**src/rtl/scss_pkg.sv**
```systemverilog
// ----------------------------------------------------------------------------
// scss_pkg
// Shared types, codes and constants for the sensor compensation and
// seven-segment scan block.
// ----------------------------------------------------------------------------
package scss_pkg;

    // field and register widths
    localparam int RAW_W   = 20;
    localparam int CAL_W   = 16;
    localparam int CFG_IDX_W = 2;
    localparam int VAL_W   = 10;
    localparam int DIGIT_W = 4;
    localparam int SLOT_W  = 4;
    localparam int SEG_W   = 8;

    // default scan length
    localparam int SCAN_SLOTS_DEF = 10;

    // calibration reset values
    localparam logic [CAL_W-1:0] CAL_T1_RST = 16'd27504;
    localparam logic [CAL_W-1:0] CAL_T2_RST = 16'd26435;
    localparam logic [CAL_W-1:0] CAL_T3_RST = 16'hFC18;

    // configuration register indexes
    localparam logic [CFG_IDX_W-1:0] REG_CAL_T1 = 2'd0;
    localparam logic [CFG_IDX_W-1:0] REG_CAL_T2 = 2'd1;
    localparam logic [CFG_IDX_W-1:0] REG_CAL_T3 = 2'd2;

    // command codes
    localparam logic CMD_MEASURE = 1'b0;
    localparam logic CMD_TICK    = 1'b1;

    // pressure rule
    localparam int PRES_OFFSET = 1638;
    localparam int PRES_GAIN   = 50;

    // clamp limit
    localparam int VAL_MAX = 999;

    // scan slot codes
    localparam logic [SLOT_W-1:0] SLOT_T_HUND = 4'd0;
    localparam logic [SLOT_W-1:0] SLOT_T_TENS = 4'd1;
    localparam logic [SLOT_W-1:0] SLOT_DOT    = 4'd2;
    localparam logic [SLOT_W-1:0] SLOT_T_ONES = 4'd3;
    localparam logic [SLOT_W-1:0] SLOT_C      = 4'd4;
    localparam logic [SLOT_W-1:0] SLOT_P_HUND = 4'd5;
    localparam logic [SLOT_W-1:0] SLOT_P_TENS = 4'd6;
    localparam logic [SLOT_W-1:0] SLOT_P_ONES = 4'd7;
    localparam logic [SLOT_W-1:0] SLOT_P      = 4'd8;

    // segment patterns
    localparam logic [SEG_W-1:0] SEG_DOT = 8'b1000_0000;
    localparam logic [SEG_W-1:0] SEG_C   = 8'b0011_1001;
    localparam logic [SEG_W-1:0] SEG_P   = 8'b0111_0011;

    // controller states
    typedef enum logic [2:0] {
        S_IDLE,
        S_MUL1,
        S_MUL2,
        S_SUM,
        S_DIG1,
        S_DIG2,
        S_TICK
    } t_state;

    // controller to datapath commands
    typedef struct packed {
        logic load_in;
        logic mul1;
        logic mul2;
        logic sum;
        logic dig1;
        logic dig2;
        logic tick;
    } t_dp_cmd;

    // datapath to controller status
    typedef struct packed {
        logic out_free;
    } t_dp_status;

    // decimal digit to segment pattern
    function automatic logic [SEG_W-1:0] digit_seg(input logic [DIGIT_W-1:0] d);
        logic [SEG_W-1:0] s;
        case (d)
            4'd0:    s = 8'h3F;
            4'd1:    s = 8'h06;
            4'd2:    s = 8'h5B;
            4'd3:    s = 8'h4F;
            4'd4:    s = 8'h66;
            4'd5:    s = 8'h6D;
            4'd6:    s = 8'h7D;
            4'd7:    s = 8'h07;
            4'd8:    s = 8'h7F;
            4'd9:    s = 8'h6F;
            default: s = 8'h00;
        endcase
        return s;
    endfunction

endpackage

```
**src/rtl/scss_ctrl.sv**
```systemverilog
// ----------------------------------------------------------------------------
// scss_ctrl
// Sequencer: accepts items and steps the datapath through compensation,
// digit split and display tick.
// ----------------------------------------------------------------------------
module scss_ctrl (
    input  logic                  i_clk,
    input  logic                  i_rst_n,
    input  logic                  i_valid,
    input  logic                  i_command,
    output logic                  o_ready,
    input  scss_pkg::t_dp_status  i_status,
    output scss_pkg::t_dp_cmd     o_cmd
);

    scss_pkg::t_state r_state;
    scss_pkg::t_state n_state;

    // state register
    always_ff @(posedge i_clk) begin
        if (!i_rst_n) begin
            r_state <= scss_pkg::S_IDLE;
        end else begin
            r_state <= n_state;
        end
    end

    // next state and commands
    always_comb begin
        n_state = r_state;
        o_cmd   = '0;
        o_ready = 1'b0;
        case (r_state)
            scss_pkg::S_IDLE: begin
                o_ready = 1'b1;
                if (i_valid) begin
                    o_cmd.load_in = 1'b1;
                    if (i_command == scss_pkg::CMD_TICK) begin
                        n_state = scss_pkg::S_TICK;
                    end else begin
                        n_state = scss_pkg::S_MUL1;
                    end
                end
            end
            scss_pkg::S_MUL1: begin
                o_cmd.mul1 = 1'b1;
                n_state    = scss_pkg::S_MUL2;
            end
            scss_pkg::S_MUL2: begin
                o_cmd.mul2 = 1'b1;
                n_state    = scss_pkg::S_SUM;
            end
            scss_pkg::S_SUM: begin
                o_cmd.sum = 1'b1;
                n_state   = scss_pkg::S_DIG1;
            end
            scss_pkg::S_DIG1: begin
                o_cmd.dig1 = 1'b1;
                n_state    = scss_pkg::S_DIG2;
            end
            scss_pkg::S_DIG2: begin
                o_cmd.dig2 = 1'b1;
                n_state    = scss_pkg::S_IDLE;
            end
            scss_pkg::S_TICK: begin
                // wait until the output register can take the pattern
                if (i_status.out_free) begin
                    o_cmd.tick = 1'b1;
                    n_state    = scss_pkg::S_IDLE;
                end
            end
            default: begin
                n_state = scss_pkg::S_IDLE;
            end
        endcase
    end

endmodule

```
**src/rtl/scss_dp.sv**
```systemverilog
// ----------------------------------------------------------------------------
// scss_dp
// Datapath: calibration registers, compensation multipliers, clamp,
// decimal digit split, scan slot and output register.
// ----------------------------------------------------------------------------
module scss_dp #(
    parameter int SCAN_SLOTS = scss_pkg::SCAN_SLOTS_DEF
) (
    input  logic                                i_clk,
    input  logic                                i_rst_n,
    // configuration
    input  logic                                i_cfg_we,
    input  logic [scss_pkg::CFG_IDX_W-1:0]      i_cfg_index,
    input  logic [scss_pkg::CAL_W-1:0]          i_cfg_data,
    // input payload
    input  logic [scss_pkg::RAW_W-1:0]          i_raw_temp,
    input  logic [scss_pkg::RAW_W-1:0]          i_raw_pressure,
    // output channel
    output logic                                o_valid,
    input  logic                                i_ready,
    output logic [scss_pkg::SEG_W-1:0]          o_segment_code,
    output logic [scss_pkg::SLOT_W-1:0]         o_slot_shown,
    // sequencer link
    input  scss_pkg::t_dp_cmd                   i_cmd,
    output scss_pkg::t_dp_status                o_status
);

    localparam logic [scss_pkg::SLOT_W-1:0] SLOT_LAST = scss_pkg::SLOT_W'(SCAN_SLOTS - 1);

    // calibration registers
    logic        [15:0] r_cal_t1;
    logic signed [15:0] r_cal_t2;
    logic signed [15:0] r_cal_t3;

    // latched raw inputs and intermediate products
    logic        [19:0] r_adc;
    logic        [19:0] r_rp;
    logic signed [33:0] r_prod1;
    logic        [31:0] r_sq;
    logic signed [36:0] r_prod2;
    logic signed [25:0] r_pr;
    logic        [9:0]  r_temp;
    logic        [9:0]  r_pres;
    logic        [3:0]  r_hund_t;
    logic        [3:0]  r_hund_p;
    logic        [6:0]  r_rem_t;
    logic        [6:0]  r_rem_p;

    // displayed digits
    logic [3:0] r_t_hund, r_t_tens, r_t_ones;
    logic [3:0] r_p_hund, r_p_tens, r_p_ones;

    // scan and output
    logic [3:0] r_slot;
    logic       r_out_valid;
    logic [7:0] r_seg;
    logic [3:0] r_slot_shown;

    // first products
    logic signed [17:0] w_d1;
    logic signed [16:0] w_d2;
    logic signed [33:0] w_sq_full;
    logic signed [18:0] w_pd;

    // second products
    logic signed [20:0] w_sq_sh;

    // sum and clamp
    logic signed [24:0] w_fine;
    logic signed [15:0] w_tenths;
    logic        [9:0]  w_temp_clamp;
    logic        [9:0]  w_pres_clamp;

    // digit split
    logic [15:0] w_qt_prod, w_qp_prod;
    logic [3:0]  w_qt, w_qp;
    logic [9:0]  w_qt_sub, w_qp_sub;
    logic [14:0] w_tt_prod, w_tp_prod;
    logic [3:0]  w_tt, w_tp;
    logic [6:0]  w_tt_sub, w_tp_sub;

    // tick decode
    logic [7:0] w_code;
    logic       w_shown;

    assign w_d1      = $signed(18'(r_adc[19:3]) - {1'b0, r_cal_t1, 1'b0});
    assign w_d2      = $signed(17'(r_adc[19:4]) - {1'b0, r_cal_t1});
    assign w_sq_full = w_d2 * w_d2;
    assign w_pd      = $signed({1'b0, r_rp[19:2]}) - 19'sd1638;
    assign w_sq_sh   = $signed({1'b0, r_sq[31:12]});

    assign w_fine   = 25'(r_prod1 >>> 11) + 25'(r_prod2 >>> 14);
    assign w_tenths = 16'(w_fine >>> 9);

    // temperature: non-positive fine value reads as zero
    always_comb begin
        if (w_fine <= 25'sd0) begin
            w_temp_clamp = '0;
        end else if (w_tenths > 16'(scss_pkg::VAL_MAX)) begin
            w_temp_clamp = 10'(scss_pkg::VAL_MAX);
        end else begin
            w_temp_clamp = w_tenths[9:0];
        end
    end

    // pressure clamp
    always_comb begin
        if (r_pr < 26'sd0) begin
            w_pres_clamp = '0;
        end else if (r_pr > 26'(scss_pkg::VAL_MAX)) begin
            w_pres_clamp = 10'(scss_pkg::VAL_MAX);
        end else begin
            w_pres_clamp = r_pr[9:0];
        end
    end

    // hundreds by reciprocal: v/100 = (v*41)>>12 for v below 1000
    assign w_qt_prod = 16'(r_temp) * 16'd41;
    assign w_qp_prod = 16'(r_pres) * 16'd41;
    assign w_qt      = w_qt_prod[15:12];
    assign w_qp      = w_qp_prod[15:12];
    assign w_qt_sub  = 10'(w_qt) * 10'd100;
    assign w_qp_sub  = 10'(w_qp) * 10'd100;

    // tens by reciprocal: r/10 = (r*205)>>11 for r below 100
    assign w_tt_prod = 15'(r_rem_t) * 15'd205;
    assign w_tp_prod = 15'(r_rem_p) * 15'd205;
    assign w_tt      = w_tt_prod[14:11];
    assign w_tp      = w_tp_prod[14:11];
    assign w_tt_sub  = 7'(w_tt) * 7'd10;
    assign w_tp_sub  = 7'(w_tp) * 7'd10;

    // slot decode
    always_comb begin
        w_shown = 1'b1;
        w_code  = '0;
        case (r_slot)
            scss_pkg::SLOT_T_HUND: w_code = scss_pkg::digit_seg(r_t_hund);
            scss_pkg::SLOT_T_TENS: w_code = scss_pkg::digit_seg(r_t_tens);
            scss_pkg::SLOT_DOT:    w_code = scss_pkg::SEG_DOT;
            scss_pkg::SLOT_T_ONES: w_code = scss_pkg::digit_seg(r_t_ones);
            scss_pkg::SLOT_C:      w_code = scss_pkg::SEG_C;
            scss_pkg::SLOT_P_HUND: w_code = scss_pkg::digit_seg(r_p_hund);
            scss_pkg::SLOT_P_TENS: w_code = scss_pkg::digit_seg(r_p_tens);
            scss_pkg::SLOT_P_ONES: w_code = scss_pkg::digit_seg(r_p_ones);
            scss_pkg::SLOT_P:      w_code = scss_pkg::SEG_P;
            default:               w_shown = 1'b0;
        endcase
    end

    // calibration register writes
    always_ff @(posedge i_clk) begin
        if (!i_rst_n) begin
            r_cal_t1 <= scss_pkg::CAL_T1_RST;
            r_cal_t2 <= $signed(scss_pkg::CAL_T2_RST);
            r_cal_t3 <= $signed(scss_pkg::CAL_T3_RST);
        end else if (i_cfg_we) begin
            case (i_cfg_index)
                scss_pkg::REG_CAL_T1: r_cal_t1 <= i_cfg_data;
                scss_pkg::REG_CAL_T2: r_cal_t2 <= $signed(i_cfg_data);
                scss_pkg::REG_CAL_T3: r_cal_t3 <= $signed(i_cfg_data);
                default: ;
            endcase
        end
    end

    // compensation pipeline payload
    always_ff @(posedge i_clk) begin
        if (i_cmd.load_in) begin
            r_adc <= i_raw_temp;
            r_rp  <= i_raw_pressure;
        end
        if (i_cmd.mul1) begin
            r_prod1 <= w_d1 * r_cal_t2;
            r_sq    <= w_sq_full[31:0];
        end
        if (i_cmd.mul2) begin
            r_prod2 <= w_sq_sh * r_cal_t3;
            r_pr    <= w_pd * 26'sd50;
        end
        if (i_cmd.sum) begin
            r_temp <= w_temp_clamp;
            r_pres <= w_pres_clamp;
        end
        if (i_cmd.dig1) begin
            r_hund_t <= w_qt;
            r_hund_p <= w_qp;
            r_rem_t  <= 7'(r_temp - w_qt_sub);
            r_rem_p  <= 7'(r_pres - w_qp_sub);
        end
    end

    // displayed digits
    always_ff @(posedge i_clk) begin
        if (!i_rst_n) begin
            r_t_hund <= '0;
            r_t_tens <= '0;
            r_t_ones <= '0;
            r_p_hund <= '0;
            r_p_tens <= '0;
            r_p_ones <= '0;
        end else if (i_cmd.dig2) begin
            r_t_hund <= r_hund_t;
            r_t_tens <= w_tt;
            r_t_ones <= 4'(r_rem_t - w_tt_sub);
            r_p_hund <= r_hund_p;
            r_p_tens <= w_tp;
            r_p_ones <= 4'(r_rem_p - w_tp_sub);
        end
    end

    // scan slot and output register
    always_ff @(posedge i_clk) begin
        if (!i_rst_n) begin
            r_slot      <= '0;
            r_out_valid <= 1'b0;
        end else begin
            if (i_cmd.tick) begin
                if (r_slot == SLOT_LAST) begin
                    r_slot <= '0;
                end else begin
                    r_slot <= r_slot + 4'd1;
                end
            end
            // a new pattern fills the register, a transfer empties it
            if (i_cmd.tick && w_shown) begin
                r_out_valid <= 1'b1;
            end else if (r_out_valid && i_ready) begin
                r_out_valid <= 1'b0;
            end
        end
    end

    always_ff @(posedge i_clk) begin
        if (i_cmd.tick && w_shown) begin
            r_seg        <= w_code;
            r_slot_shown <= r_slot;
        end
    end

    assign o_valid           = r_out_valid;
    assign o_segment_code    = r_seg;
    assign o_slot_shown      = r_slot_shown;
    assign o_status.out_free = !r_out_valid || i_ready;

endmodule

```
**src/rtl/sensor_compensate_segment_scan.sv**
```systemverilog
// ----------------------------------------------------------------------------
// sensor_compensate_segment_scan
// Temperature and pressure compensation with a seven-segment display scan.
// ----------------------------------------------------------------------------
// Measure item: two multiply steps, sum and clamp, then two reciprocal
//   digit-split steps before the next ready; no result.
// Tick item: passes the tick state, then the pattern enters the output
//   register, later only while a previous pattern waits; a blank slot loads none.
// Reset (synchronous, active low): calibration words to defaults, digits and
//   scan slot to zero, output empty. No clearing pass.
module sensor_compensate_segment_scan #(
    parameter int SCAN_SLOTS = scss_pkg::SCAN_SLOTS_DEF
) (
    input  logic                            i_clk,
    input  logic                            i_rst_n,
    // configuration write port
    input  logic                            i_cfg_we,
    input  logic [scss_pkg::CFG_IDX_W-1:0]  i_cfg_index,
    input  logic [scss_pkg::CAL_W-1:0]      i_cfg_data,
    // input channel
    input  logic                            i_valid,
    output logic                            o_ready,
    input  logic                            i_command,
    input  logic [scss_pkg::RAW_W-1:0]      i_raw_temp,
    input  logic [scss_pkg::RAW_W-1:0]      i_raw_pressure,
    // output channel
    output logic                            o_valid,
    input  logic                            i_ready,
    output logic [scss_pkg::SEG_W-1:0]      o_segment_code,
    output logic [scss_pkg::SLOT_W-1:0]     o_slot_shown
);

    scss_pkg::t_dp_cmd    w_cmd;
    scss_pkg::t_dp_status w_status;

    // sequencer
    scss_ctrl u_ctrl (
        .i_clk     (i_clk),
        .i_rst_n   (i_rst_n),
        .i_valid   (i_valid),
        .i_command (i_command),
        .o_ready   (o_ready),
        .i_status  (w_status),
        .o_cmd     (w_cmd)
    );

    // datapath
    scss_dp #(
        .SCAN_SLOTS (SCAN_SLOTS)
    ) u_dp (
        .i_clk          (i_clk),
        .i_rst_n        (i_rst_n),
        .i_cfg_we       (i_cfg_we),
        .i_cfg_index    (i_cfg_index),
        .i_cfg_data     (i_cfg_data),
        .i_raw_temp     (i_raw_temp),
        .i_raw_pressure (i_raw_pressure),
        .o_valid        (o_valid),
        .i_ready        (i_ready),
        .o_segment_code (o_segment_code),
        .o_slot_shown   (o_slot_shown),
        .i_cmd          (w_cmd),
        .o_status       (w_status)
    );

endmodule

```
**config.mk**
```make
export PLATFORM = sky130hd
export DESIGN_NAME = sensor_compensate_segment_scan
export DESIGN_NICKNAME = d
export VERILOG_FILES = /design/src/rtl/scss_pkg.sv /design/src/rtl/scss_ctrl.sv /design/src/rtl/scss_dp.sv /design/src/rtl/sensor_compensate_segment_scan.sv
export SDC_FILE = /design/constraint.sdc
export NUM_CORES = 2
export LEC_CHECK = 0
export ABC_AREA = 1
export BUFFER_PORTS_ARGS = -buffer_cell sky130_fd_sc_hd__buf_4
export CAP_MARGIN = 20
export CORE_UTILIZATION = 35
export DETAILED_ROUTE_END_ITERATION = 10
export GPL_ROUTABILITY_DRIVEN = 0
export PLACE_DENSITY = 0.51
export SLEW_MARGIN = 30
export SYNTH_ARGS = -nofsm -noshare
export SYNTH_HDL_FRONTEND = slang
export SYNTH_SLANG_ARGS = --single-unit
```
**constraint.sdc**
```tcl
create_clock -name i_clk -period 8.77 [get_ports i_clk]
set_input_delay 0.4385 -clock i_clk [delete_from_list [all_inputs] [get_ports i_clk]]
set_output_delay 0.4385 -clock i_clk [all_outputs]
set_load 0.02 [all_outputs]
```
; After elaboration in Yosys (flattened, before gate mapping)
; Memories as Yosys holds them, arrays and structs flattened. A register that Yosys moved wholly into a read port is not among the register bits.
; Cells that the tools add are included.
[totals]
regBits = 302
latch_bits = 0
ramBits = 0
romBits = 672
in_bits = 64
out_inout_bits = 14
word_cells = 126
mem_count = 6
[classes]
n_addsub = 9
multipliers = 12
div_mod_pow = 0
magnitude_cmp = 4
eq_ne = 19
n_shift = 0
muxes = 33
bitwise = 0
reduce_logical = 15
[memory_table]
columns = memory, depth, word_bits, rd, rd_ports_with_merged_regs, write_ports, line_no
row1 = (name not given), 16, 7, 1, 1, 0, scss_pkg.sv:87  ; case (d)
row2 = (name not given), 16, 7, 1, 1, 0, scss_pkg.sv:87
row3 = (name not given), 16, 7, 1, 1, 0, scss_pkg.sv:87
row4 = (name not given), 16, 7, 1, 1, 0, scss_pkg.sv:87
row5 = (name not given), 16, 7, 1, 1, 0, scss_pkg.sv:87
row6 = (name not given), 16, 7, 1, 1, 0, scss_pkg.sv:87
[op_table]
columns = cell, n
row1 = $pmux W8 S9, 1
row2 = $mux W4, 13
row3 = $mul A21 B16 Y37, 1
row4 = $mul A18 B16 Y34, 1
row5 = $mul A10 B6 Y16 const B, 2
row6 = $mul A17 B17 Y32, 1
row7 = $mul A7 B8 Y15 const B, 2
row8 = $gt A26 B11 Y1 const B, 1
row9 = $lt A26 B1 Y1 const B, 1
row10 = $le A25 B1 Y1 const B, 1
row11 = $mul A19 B6 Y25 const B, 1
row12 = $add A23 B23 Y24, 1
row13 = $mux W10, 2
row14 = $sub A18 B11 Y19 const B, 1
row15 = $pmux W3 S6, 1
row16 = $sub A17 B17 Y18, 1
row17 = $sub A16 B16 Y17, 1
row18 = $eq A4 B3 Y1 const B, 4
row19 = $gt A16 B11 Y1 const B, 1
row20 = $sub A7 B7 Y7, 2
row21 = $mux W1, 13
row22 = $mul A4 B5 Y5 const B, 2
row23 = $eq A3 B3 Y1 const B, 3
row24 = $mux W3, 3
row25 = 22 further kinds, 32

; Depth between registers and ports, before layout
[logic_depth]
depth_word = 6
ltp_mapped = 41

; Cells and area by module
; From an unflattened synthesis, not the netlist that was laid out.
[hier_totals]
hier_cells = 5980
area_unflattened_um2 = 50184.4
[by_module_without_submodules]
columns = module, instances, cells_each, area_per_inst_um2, seq_area_each_um2
row1 = scss_dp, 1, 5939, 49959.2, 7787.5
row2 = scss_ctrl, 1, 41, 225.2, 60.1

; Worst setup path after synthesis
; Ideal clock, no wire load.
[synth_path]
kind = register -> register
start = reg u_dp.r_adc[4]
end = reg u_dp.r_sq[31] (data pin)
arrival_ps = 6777
t_required_ps = 8518
setup_slack_ps = 1741
path_stages_with_launch = 34
path_buffers = 1
synth_period_minus_slack_ps = 7029
cell_sequence = edfxtp_1 -> inv_1 -> ha_1 -> fa_1 -> inv_1 -> nand2_1 -> nand2_1 -> nand2_1 -> nand2_1 -> nand2_1 -> nand2_1 -> nand3_1 -> nand2_1 -> nand3_1 -> nand2_2 -> buf_2 -> nor2_1 -> fa_1 -> inv_1 -> fa_1 -> inv_1 -> fa_1 -> fa_1 -> fa_1 -> fa_1 -> ha_1 -> a21oi_1 -> o21ai_0 -> a221oi_1 -> nand2_1 -> a31oi_1 -> inv_1 -> nand2_1 -> nand2_1
[synth_via]
elab_chain_len = 2
[synth_lines]
columns = item, line_no
row1 = from (decl), scss_dp.sv:36  ; logic [19:0] r_adc;
row2 = from (signal assigned), scss_dp.sv:170  ; r_adc <= i_raw_temp;
row3 = $sub A16 B16 Y17, scss_dp.sv:87  ; assign w_d2 = $signed(17'(r_adc[19:4]) - {1'b0, r_cal_t1});
row4 = $mul A17 B17 Y32, scss_dp.sv:88  ; assign w_sq_full = w_d2 * w_d2;
row5 = via u_dp.w_sq_full[31], scss_dp.sv:62  ; logic signed [33:0] w_sq_full;
row6 = to (signal assigned), scss_dp.sv:175  ; r_sq <= w_sq_full[31:0];
row7 = to (decl), scss_dp.sv:39  ; logic [31:0] r_sq;
; The timed path passes the listed nets, and every way through them passes these cells.
; A chain may end at the register's enable or synchronous reset.

; Worst setup path in the final report
; Same ends and word-level chain as after synthesis.

==> results.toml <==
[timing]
tightest_slew_ns = 1.06
fmax_ghz = 0.125
fin_worst_skew_ns = 0.0485
hold_viol = 0
tns_ns = 0
period_needed_ns = 8.02
slew_violations = 0
grt_setup_unrepaired = "no"
fin_crit_sh = 0.915
finalSetupViolCount = 0
relSlewSlack = 0.295

[critical_path]
crit_type = "flip-flop to flip-flop"
cpMaxStageDelayCell = "fa_1"
required_ns = 9.12
critical_path_arrival_ns = 8.38
crit_path_start_kind = "flip-flop"
end_kind = "flip-flop"
crit_top_cell = "nand2_1"
critPathMaxFanout = 17
critPathMaxStageDelay_ns = 0.88
rrSetupSlack_ns = 0.75

[die]
die_y_um = 382
num_rows = 138
ios = 78
fp.dieW_um = 382
dieArea_mm2 = 0.146
start_util = 0.355
core_mm2 = 0.142

[logic_synthesis]
synth_top_cell_area_share = 0.333
synth_cells = 6040
yosys.area_share.simple = 0.162
synth_ff_type = "edfxtp_1"
yosysUniqueCellTypes = 56
synthXorXnorAreaFrac = 0.0254
avgSynthCellArea_um2 = 8.35
synth_edf_count = 180
synth_compound_area_frac = 0.0559
synth_top_family_by_area = "adder cells"
syn-cell-area_mm2 = 0.0504
synth-adder-area-share = 0.474
ys_top_cells_by_area = "fa_1 33%, ha_1 14%, inv_1 11%"
synthArstFlopShare = 0
mappedNetlistNets = 7512
muxShareOfSynthArea = 0
seq_area_frac_synth = 0.156
yosys_warnings = 0
ys_ff_latch = 302
yosysTopAreaCell = "fa_1"

[drt]
vias_per_cell = 4.73
wl_per_cell_um = 16.7
vias = 37951
dr.pass1.iters = 5
drcViolationCount = 0
wl_mm = 134
drtIter0Drc = 1795
detail-route-antenna-nets = 0

[clock_network]
htree_levels = 2
numCtsBuffers = 37
path_clk_slew_ns = 0.06
clockBufferDepth = 3
cts_root_buf = "clkbuf_16"
clk_latency_ns = 0.64
cts_tree = "done"
post_cts_buffers = 0
cts.sinks = 302

[placement]
numPortBuffers = 72
placed_cell_area_mm2 = 0.0533
dpl.hpwl_mm = 110

[global_routing]
grt_pass1_vias = 40064
grt_max_degree = 75
grt_pass1_wl_mm = 217
grt-ovfl-total = 0
track_usage = 0.189
antenna_found_initial = 3

[cells_and_area]
final_cell_mix = "1540 x inv_1, 1200 x nand2_1, 839 x fa_1"
n_fill_cell = 14679
finish.instance_area_mm2 = 0.0549
area_growth_pct = 8.86
fin_nets = 7581
drive_above_1_share = 0.0499
n_antenna_cell = 0
final_common_cell = "inv_1"

[status]
status = "finished, final reports clean"

[worst_hold_path]
hold_class = "input pin to flip-flop"

[run]
max-cap-violations = 0
-- stage by stage --
stage / hold slack, ns / std cells / util / worst slack [ns]
CTS: 0.0275 / 8027 / 0.386 / 0.686
finish: 0.0570 / 8027 / 0.386 / 0.747
global route: 0.0410 / 8027 / 0.386 / 0.175
detailed placement: 0.444 / 7926 / 0.375 / 0.715
global placement: 0.439 / 7925 / 0.375 / 0.717
floorplan: 0.406 / 6040 / - / 1.74
-- cells in the mapped netlist, types with 19 or more instances --
| library cell | n |
|---|---|
| buf_2 | 23 |
| nor3_1 | 34 |
| nand2_2 | 21 |
| nor2_1 | 462 |
| fa_1 | 839 |
| dfxtp_1 | 122 |
| clkbuf_1 | 114 |
| nand4_1 | 45 |
| xor2_1 | 94 |
| o21ai_0 | 146 |
| or2_2 | 47 |
| a21oi_1 | 212 |
| xnor2_1 | 52 |
| edfxtp_1 | 180 |
| a31oi_1 | 19 |
| ha_1 | 569 |
| o211ai_1 | 25 |
| nand2_1 | 1200 |
| nand3_1 | 126 |
| inv_1 | 1540 |
-- path summary, 6_finish.rpt --
path,from,to,depth (start not counted)
worst min register to register,u_dp.r_cal_t3[13],u_dp.r_cal_t3[13],2
worst max register to register,u_dp.r_adc[4],u_dp.r_sq[31],32
worst max-delay path,u_dp.r_adc[4],u_dp.r_sq[31],32
worst min-delay path,i_raw_temp[4],u_dp.r_adc[4],1
-- final cells by class --
cell class,count,area (um2),share of cell area
Clock inverter,19,233,0.00424
Clock buffer,48,998,0.0182
Tap cell,1890,2360,0.0431
Inverter,1557,5850,0.106
Timing Repair Buffer,173,1400,0.0256
Multi-Input combinational cell,4038,36200,0.660
Sequential cell,302,7850,0.143
-- cells by family (layout without fill, tap and decap cells) --
family                   count (synthesis)  after routing
AND/OR/NAND/NOR                       1991           1991
buffers and inverters                 1700           1797
adder cells (fa/ha/maj)               1408           1408
AO/OA/AOI/OAI                          493            493
flip-flops                             302            302
XOR/XNOR                               146            146
-- worst max-delay path: cells and delay by family (launching register included) --
| family | cells | cell delay, ns |
|---|---|---|
| flops | 1 | 0.33 |
| compound gates | 4 | 0.87 |
| simple gates | 14 | 1.56 |
| buf+inv | 5 | 0.47 |
| fa+ha+maj | 9 | 4.50 |
-- routing by layer --
| layer | vias to the layer above | track usage | share of wire |
|---|---|---|---|
| met2 | 767 | 0.324 | 0.48 |
| li1 | 18299 | - | - |
| met1 | 18678 | 0.250 | 0.45 |
| met5 | - | 0 | 0 |
| met4 | 0 | 0.0561 | 0.032 |
| met3 | 207 | 0.0207 | 0.043 |
-- timing repair --
action                                  in CTS  in global routing
endpoints found under the hold margin       34                  0
endpoints found under the setup margin       0                  0
gates resized for setup                      0                  0
hold buffers                                34                  0
Power is left out: the tool's default activity adds up to more than one toggle a clock period on the data nets, which glitch-free logic cannot reach.
